==> config.mk <==
export PLATFORM = sky130hd
export DESIGN_NAME = quadrature_decoder_with_rpm_top
export DESIGN_NICKNAME = d
export VERILOG_FILES = /design/src/sv/qdr_pkg.sv /design/src/sv/quadrature_decoder_with_rpm_top.sv
export SDC_FILE = /design/constraint.sdc
export NUM_CORES = 2
export LEC_CHECK = 0
export BUFFER_PORTS_ARGS = -buffer_cell sky130_fd_sc_hd__buf_4
export CAP_MARGIN = 20
export CORE_MARGIN = 2
export CORE_UTILIZATION = 70
export CTS_CLUSTER_DIAMETER = 60
export CTS_CLUSTER_SIZE = 24
export DETAILED_ROUTE_END_ITERATION = 10
export GPL_TIMING_DRIVEN = 0
export PLACE_DENSITY = 0.95
export SETUP_SLACK_MARGIN = 0.5
export SKIP_CTS_REPAIR_TIMING = 1
export SLEW_MARGIN = 30
export SYNTH_ARGS = -nofsm -noshare
export SYNTH_HDL_FRONTEND = slang
export SYNTH_SLANG_ARGS = --single-unit
==> constraint.sdc <==
create_clock -name clk -period 15.1 [get_ports clk]
set_input_delay 0.755 -clock clk [delete_from_list [all_inputs] [get_ports clk]]
set_output_delay 0.755 -clock clk [all_outputs]
set_load 0.1 [all_outputs]
==> src/sv/qdr_pkg.sv <==
// Shared types, constants and microcode ROM of the quadrature decoder.
package qdr_pkg;

  typedef enum logic [1:0] {
    ACT_SAMPLE = 2'd0,
    ACT_QUERY  = 2'd1,
    ACT_CLEAR  = 2'd2,
    ACT_PRIME  = 2'd3
  } action_t;

  typedef enum logic [1:0] {
    DIR_NONE,
    DIR_UP,
    DIR_DOWN
  } dir_t;

  typedef enum logic [2:0] {
    OP_ACCEPT,
    OP_DECODE,
    OP_MUL,
    OP_CHECK,
    OP_DIV,
    OP_FIN,
    OP_EMIT
  } op_t;

  typedef enum logic [2:0] {
    COND_ALWAYS,
    COND_IN,
    COND_NO_SPEED,
    COND_MORE,
    COND_SKIP,
    COND_OUT_FREE
  } cond_t;

  typedef logic [2:0] step_t;

  typedef struct packed {
    op_t   op;
    cond_t cond;
    logic  hold;
    step_t target;
  } ctrl_t;

  localparam step_t ST_ACCEPT = 3'd0;
  localparam step_t ST_DECODE = 3'd1;
  localparam step_t ST_MUL    = 3'd2;
  localparam step_t ST_CHECK  = 3'd3;
  localparam step_t ST_DIV    = 3'd4;
  localparam step_t ST_FIN    = 3'd5;
  localparam step_t ST_EMIT   = 3'd6;

  localparam int          DIGIT_W    = 16;
  localparam int          MULT_W     = 20;
  localparam int          PP_W       = DIGIT_W + MULT_W;
  localparam logic [19:0] RPM_MULT   = 20'd937500;
  localparam int          RPM_SHIFT  = 14;
  localparam int          PPR_W      = 16;
  localparam int          TIME_W     = 32;
  localparam int          DEN_W      = PPR_W + TIME_W;
  localparam int          QUO_W      = 32;
  localparam int          CNT_W      = 5;
  localparam logic [4:0]  DIV_LAST   = 5'd31;
  localparam logic [15:0] PPR_RESET  = 16'd1024;
  localparam logic [31:0] SAT_POS    = 32'h7FFF_FFFF;
  localparam logic [31:0] SAT_NEG    = 32'h8000_0000;

  function automatic ctrl_t ucode(input step_t s);
    ctrl_t w;
    unique case (s)
      ST_ACCEPT: w = '{op: OP_ACCEPT, cond: COND_IN,       hold: 1'b1, target: ST_DECODE};
      ST_DECODE: w = '{op: OP_DECODE, cond: COND_NO_SPEED, hold: 1'b0, target: ST_EMIT};
      ST_MUL:    w = '{op: OP_MUL,    cond: COND_MORE,     hold: 1'b0, target: ST_MUL};
      ST_CHECK:  w = '{op: OP_CHECK,  cond: COND_SKIP,     hold: 1'b0, target: ST_FIN};
      ST_DIV:    w = '{op: OP_DIV,    cond: COND_MORE,     hold: 1'b0, target: ST_DIV};
      ST_FIN:    w = '{op: OP_FIN,    cond: COND_ALWAYS,   hold: 1'b0, target: ST_EMIT};
      ST_EMIT:   w = '{op: OP_EMIT,   cond: COND_OUT_FREE, hold: 1'b1, target: ST_ACCEPT};
      default:   w = '{op: OP_ACCEPT, cond: COND_ALWAYS,   hold: 1'b0, target: ST_ACCEPT};
    endcase
    return w;
  endfunction

  function automatic dir_t step_dir(input logic [1:0] prev, input logic [1:0] cur);
    dir_t d;
    unique case ({prev, cur})
      4'b0010, 4'b0100, 4'b1011, 4'b1101: d = DIR_UP;
      4'b0001, 4'b0111, 4'b1000, 4'b1110: d = DIR_DOWN;
      default:                            d = DIR_NONE;
    endcase
    return d;
  endfunction

endpackage

==> src/sv/quadrature_decoder_with_rpm_top.sv <==
// Quadrature x4 decoder with position count and microcoded rpm measurement.
//
//   channel  direction  handshake                 payload
//   in       sink       in_valid / in_stall       action, pin_a, pin_b, now_us
//   out      source     out_valid / out_stall     position, speed_rpm_q8, speed_valid,
//                                                 last_update_us
//   config   sink       pulses_per_rev_we         pulses_per_rev
//
// Sample, clear, prime and the first query pass from accept through decode to emit.
// After decode, an armed speed query runs one 16x20
// multiply step per 16-bit digit of the count difference, then a 32-step
// restoring divide; a saturated or zero result skips the divide.
// rst is synchronous; it clears the sequencer, count, reference and output valid.
// A stalled result holds the sequencer at its emit step; the next transaction
// is accepted once the result register is loaded.
module quadrature_decoder_with_rpm_top
  import qdr_pkg::*;
#(
  parameter int COUNT_BITS = 32
) (
  input  logic        clk,
  input  logic        rst,
  input  logic        in_valid,
  output logic        in_stall,
  input  logic [1:0]  action,
  input  logic        pin_a,
  input  logic        pin_b,
  input  logic [31:0] now_us,
  output logic        out_valid,
  input  logic        out_stall,
  output logic [31:0] position,
  output logic [31:0] speed_rpm_q8,
  output logic        speed_valid,
  output logic [31:0] last_update_us,
  input  logic        pulses_per_rev_we,
  input  logic [15:0] pulses_per_rev
);

  localparam int MAG_DIGITS = (COUNT_BITS + DIGIT_W - 1) / DIGIT_W;
  localparam int MAG_W      = MAG_DIGITS * DIGIT_W;
  localparam int PROD_W     = MAG_W + MULT_W;
  localparam int NUM_W      = PROD_W + RPM_SHIFT;
  localparam int HI_W       = NUM_W - QUO_W;
  localparam int CMP_W      = (HI_W > DEN_W) ? HI_W : DEN_W;

  step_t                  pc;
  step_t                  pc_next;
  ctrl_t                  ctrl;
  logic                   cond_ok;
  logic                   in_fire;
  logic                   out_free;

  logic [PPR_W-1:0]       ppr;
  logic [1:0]             prev_pins;
  logic [COUNT_BITS-1:0]  pos_count;
  logic [COUNT_BITS-1:0]  ref_count;
  logic [TIME_W-1:0]      ref_time;
  logic                   speed_armed;
  logic [TIME_W-1:0]      sample_time;

  action_t                act_q;
  logic [1:0]             pins_q;
  logic [TIME_W-1:0]      now_q;
  logic                   do_speed;

  logic [MAG_W-1:0]       mag_sh;
  logic [PROD_W-1:0]      acc;
  logic [DEN_W-1:0]       den;
  logic [DEN_W-1:0]       rem;
  logic [QUO_W-1:0]       quo;
  logic [CNT_W-1:0]       cnt;
  logic                   neg;
  logic                   mag_zero;
  logic                   sat;
  logic [31:0]            speed_res;

  logic [COUNT_BITS-1:0]  diff;
  logic [COUNT_BITS-1:0]  mag_c;
  logic [TIME_W-1:0]      dt;
  logic [DEN_W-1:0]       den_c;
  logic [PP_W-1:0]        pp;
  logic [NUM_W-1:0]       num;
  logic [CMP_W-1:0]       hi_ext;
  logic [CMP_W-1:0]       den_ext;
  logic                   over;
  logic                   skip;
  logic [DEN_W:0]         rem_sh;
  logic                   rem_ge;
  logic [31:0]            cap;
  logic [31:0]            q_lim;
  logic [63:0]            pos_sext;
  dir_t                   dir;

  assign ctrl     = ucode(pc);
  assign in_stall = (pc != ST_ACCEPT);
  assign in_fire  = in_valid && !in_stall;
  assign out_free = !out_valid || !out_stall;

  assign diff     = pos_count - ref_count;
  assign mag_c    = diff[COUNT_BITS-1] ? (~diff + 1'b1) : diff;
  assign dt       = now_q - ref_time;
  assign den_c    = DEN_W'(ppr) * DEN_W'(dt);
  assign pp       = PP_W'(mag_sh[MAG_W-1 -: DIGIT_W]) * PP_W'(RPM_MULT);
  assign num      = {acc, {RPM_SHIFT{1'b0}}};
  assign hi_ext   = CMP_W'(num[NUM_W-1:QUO_W]);
  assign den_ext  = CMP_W'(den);
  assign over     = (den == '0) || (hi_ext >= den_ext);
  assign skip     = mag_zero || over;
  assign rem_sh   = {rem, quo[QUO_W-1]};
  assign rem_ge   = rem_sh >= {1'b0, den};
  assign cap      = neg ? SAT_NEG : SAT_POS;
  assign q_lim    = (sat || quo > cap) ? cap : quo;
  assign pos_sext = 64'($signed(pos_count));
  assign dir      = step_dir(prev_pins, pins_q);

  always_comb begin
    unique case (ctrl.cond)
      COND_ALWAYS:   cond_ok = 1'b1;
      COND_IN:       cond_ok = in_fire;
      COND_NO_SPEED: cond_ok = !(act_q == ACT_QUERY && speed_armed);
      COND_MORE:     cond_ok = (cnt != '0);
      COND_SKIP:     cond_ok = skip;
      COND_OUT_FREE: cond_ok = out_free;
      default:       cond_ok = 1'b1;
    endcase
  end

  always_comb begin
    if (cond_ok) begin
      pc_next = ctrl.target;
    end else if (ctrl.hold) begin
      pc_next = pc;
    end else begin
      pc_next = pc + 3'd1;
    end
  end

  always_ff @(posedge clk) begin
    if (rst) begin
      pc <= ST_ACCEPT;
    end else begin
      pc <= pc_next;
    end
  end

  always_ff @(posedge clk) begin
    if (rst) begin
      ppr <= PPR_RESET;
    end else if (pulses_per_rev_we) begin
      ppr <= pulses_per_rev;
    end
  end

  always_ff @(posedge clk) begin
    if (rst) begin
      prev_pins   <= '0;
      pos_count   <= '0;
      ref_count   <= '0;
      ref_time    <= '0;
      speed_armed <= 1'b0;
      sample_time <= '0;
      out_valid   <= 1'b0;
      do_speed    <= 1'b0;
    end else begin
      if (out_valid && !out_stall && ctrl.op != OP_EMIT) begin
        out_valid <= 1'b0;
      end
      unique case (ctrl.op)
        OP_ACCEPT: begin
          if (in_fire) begin
            act_q  <= action_t'(action);
            pins_q <= {pin_a, pin_b};
            now_q  <= now_us;
          end
        end
        OP_DECODE: begin
          speed_res <= '0;
          do_speed  <= (act_q == ACT_QUERY) && speed_armed;
          unique case (act_q)
            ACT_SAMPLE: begin
              if (dir == DIR_UP) begin
                pos_count <= pos_count + 1'b1;
              end else if (dir == DIR_DOWN) begin
                pos_count <= pos_count - 1'b1;
              end
              prev_pins   <= pins_q;
              sample_time <= now_q;
            end
            ACT_QUERY: begin
              speed_armed <= 1'b1;
              ref_count   <= pos_count;
              ref_time    <= now_q;
              neg         <= diff[COUNT_BITS-1];
              mag_zero    <= (diff == '0);
              mag_sh      <= MAG_W'(mag_c);
              den         <= den_c;
              acc         <= '0;
              cnt         <= CNT_W'(MAG_DIGITS - 1);
            end
            ACT_CLEAR: begin
              pos_count   <= '0;
              sample_time <= now_q;
            end
            ACT_PRIME: begin
              prev_pins   <= pins_q;
              sample_time <= now_q;
            end
            default: begin
              prev_pins <= prev_pins;
            end
          endcase
        end
        OP_MUL: begin
          acc    <= (acc << DIGIT_W) + PROD_W'(pp);
          mag_sh <= mag_sh << DIGIT_W;
          cnt    <= cnt - 1'b1;
        end
        OP_CHECK: begin
          sat <= over;
          rem <= DEN_W'(hi_ext);
          quo <= num[QUO_W-1:0];
          cnt <= DIV_LAST;
        end
        OP_DIV: begin
          rem <= rem_ge ? DEN_W'(rem_sh - {1'b0, den}) : rem_sh[DEN_W-1:0];
          quo <= {quo[QUO_W-2:0], rem_ge};
          cnt <= cnt - 1'b1;
        end
        OP_FIN: begin
          if (mag_zero) begin
            speed_res <= '0;
          end else begin
            speed_res <= neg ? (32'd0 - q_lim) : q_lim;
          end
        end
        OP_EMIT: begin
          if (out_free) begin
            out_valid      <= 1'b1;
            position       <= pos_sext[31:0];
            speed_rpm_q8   <= speed_res;
            speed_valid    <= do_speed;
            last_update_us <= sample_time;
          end
        end
        default: begin
          do_speed <= do_speed;
        end
      endcase
    end
  end

  a_div_rem_below_den: assert property (@(posedge clk) disable iff (rst)
    (pc == ST_DIV) |-> (rem < den))
    else $error("divide remainder not below divisor");

  a_mul_only_query: assert property (@(posedge clk) disable iff (rst)
    (pc == ST_MUL) |-> (act_q == ACT_QUERY && do_speed))
    else $error("multiply step outside an armed speed query");

  a_out_from_emit: assert property (@(posedge clk) disable iff (rst)
    $rose(out_valid) |-> ($past(pc) == ST_EMIT))
    else $error("result loaded outside emit step");

  a_fin_after_div: assert property (@(posedge clk) disable iff (rst)
    (pc == ST_DIV && cnt == '0) |=> (pc == ST_FIN))
    else $error("divide loop did not finish into final step");

  a_pc_in_range: assert property (@(posedge clk) disable iff (rst)
    pc <= ST_EMIT)
    else $error("sequencer step out of program");

endmodule
==> flow_summary.toml <==
[cells_and_area]
mostFrequentLayoutCells = "781 x nand2_1, 771 x inv_1, 506 x fa_1"
n_fill_cell = 4643
stdcell_area_um2 = 56360
layout.nets = 6864
layout_commonest_cell = "nand2_1"
drive_gt1_share_pct = 5.669
syn_to_final_growth_pct = 8.645

[global_routing]
grt_pass1_vias = 43970
met2_usage_pct = 63.38
grt_usage_pct = 38.77
met1_usage_pct = 46.71
grt_pass1_wl_mm = 233.1
use_met3_pct = 10.57
grt-busiest-layer = "met2"
grt_antenna_before_repair = 5
overflow = 0
grt_max_degree = 31

[worst_setup_path]
crit_path_top_delay_cell = "xor2_1"
max_stage_delay_ps = 710
worst_path_most_repeated_cell = "fa_1"
critPathKind = "reg -> reg"
endpoint_kind = "flop"
critPathMaxFanout = 10
crit_arrival_ps = 11350
startpoint_type = "flop"
cp.required_ps = 15430

[routing]
viasPerCell = 6.360
routed_wl_mm = 149.6
wl_per_cell_um = 22.00
drt_pre_antenna_iters = 8
initialDrtViolationCount = 4226
via_count = 43240
ant_nets = 0
drc = 0

[timing]
relSlewSlack_pct = 29.87
holdWs_ps = 284.7
tns_ps = 0
fmax_mhz = 90.75
finalClockSkew_ps = 48.96
worstMarginPinSlew_ps = 1044
min_period_ps = 11020
finalHoldViolCount = 0
drv_slew = 0
rsz0062_at_grt = "false"
post-route-period-util_pct = 72.98
setup_viol = 0

[synthesis]
synth_nets = 6635
yosysSeqAreaShare_pct = 28.04
syn_inst = 5574
synth_area_um2 = 51870
yosysWarnings = 0
synth_edf_count = 383
synth.avg_cell_area_um2 = 9.306
synthDistinctLibCells = 95
async_reset_ff_share_pct = 0
synth_seq_cells = 535
synth-main-ff-cell = "edfxtp_1"

[cts]
cts_tree = "yes"
clock_latency_ps = 650
cts_buffers = 45
cts_root_buf = "clkbuf_16"
cts_buffer_depth = 3
cts_max_level = 2
cts.sinks = 535
clkSlewWorstSetupHoldPaths_ps = 90

[die]
io_pins = 156
dieArea_um2 = 76290
start_util_pct = 70.86
num_rows = 99
die_y_um = 276.2
fp.dieW_um = 276.2
core_area_um2 = 73210

[placement]
gp_congestion = 1.016
io_buffers = 153
hpwl_mm = 116.6
dpl-instance-area_um2 = 54670

[hold_path]
hold_path_class = "in -> reg"

[job]
max_cap_violations = 0

[status]
status = "finished, final reports clean"
==> stage by stage <==
step           util [%]  setup WS [ps]  cells
6_report          76.98           4081   6799
3_5_place_dp      74.69           4465   6714
4_1_cts           76.96           4372   6797
5_1_grt           76.98           3714   6798
2_1_floorplan         -           6141   5574
3_3_place_gp      74.06           1923   6686
==> Yosys cell counts, types with 78 or more instances <==
master	count	area share (%)
a21o_1	138	2.0
a21oi_1	380	3.7
and2_1	208	2.5
clkbuf_1	187	1.4
dfxtp_1	152	5.9
edfxtp_1	383	22
fa_1	506	20
ha_1	498	12
inv_1	772	5.6
nand2_1	781	5.7
nor2_1	279	2.0
nor3_1	78	0.75
o21ai_0	215	2.1
xnor2_1	161	2.7
xor2_1	79	1.3
==> area by class of cell <==
class                      count  area, µm²  share of cell area, %
timing repair buffer         182       1562                  2.771
buffer                       208      824.5                  1.463
clock buffer                  50       1155                  2.049
tap                          959       1200                  2.129
antenna                        1      2.502               0.004440
sequential                   535      14540                  25.81
clock inverter                33      510.5                 0.9058
multi-input combinational   4058      33660                  59.72
inverter                     773       2902                  5.149
==> final timing paths <==
| check | start | endpoint | slack (ps) | depth (start not counted) |
|---|---|---|---|---|
| setup / recovery | now_q[0] | den[45] | 4080 | 36 |
| hold / removal | now_us[0] | now_q[0] | 280 | 1 |
| setup reg to reg | now_q[0] | den[45] | 4080 | 36 |
| hold reg to reg | speed_res[3] | speed_rpm_q8[3] | 420 | 0 |
==> worst max-delay path, delay by kind of cell (launching register included) <==
family | cells | cell delay (ps)
adders and majority gates | 9 | 3930
DFF | 1 | 430
xor gates and xnor gates | 1 | 710
AOI/OAI and AO/OA | 17 | 4300
buffers and inverters | 6 | 890
muxes | 1 | 200
and+or+nand+nor | 2 | 230
==> cell families (layout without fill, tap and decap cells) <==
| family | count (synthesis) | count (layout) | synth area share, % |
|---|---|---|---|
| AO/OA/AOI/OAI | 1059 | 1059 | 12.75 |
| XOR/XNOR | 240 | 240 | 4.052 |
| other | 0 | 1 | 0 |
| buffers and inverters | 981 | 1246 | 7.183 |
| AND/OR/NAND/NOR | 1689 | 1689 | 15.15 |
| flip-flops | 535 | 535 | 28.04 |
| multiplexers | 66 | 66 | 1.286 |
| adder cells (fa/ha/maj) | 1004 | 1004 | 31.54 |
==> routing by layer <==
layer / wire, µm / vias to the layer above
met5: 136 / -
met4: 9744 / 10
met3: 17620 / 660
met2: 68900 / 2810
met1: 53200 / 20660
li1: - / 19100
==> flip-flops by register name, indices dropped and copies added (netlist names), 16 cells and up <==
| name | count |
|---|---|
| ref_count | 32 |
| mag_sh | 32 |
| ref_time | 32 |
| last_update_us | 32 |
| rem | 48 |
| speed_res | 32 |
| acc | 50 |
| sample_time | 32 |
| now_q | 32 |
| ppr | 16 |
| speed_rpm_q8 | 32 |
| den | 48 |
| pos_count | 32 |
| position | 32 |
| quo | 32 |
Power is left out: the tool's default activity adds up to more than one toggle a clock period on the data nets, which glitch-free logic cannot reach.
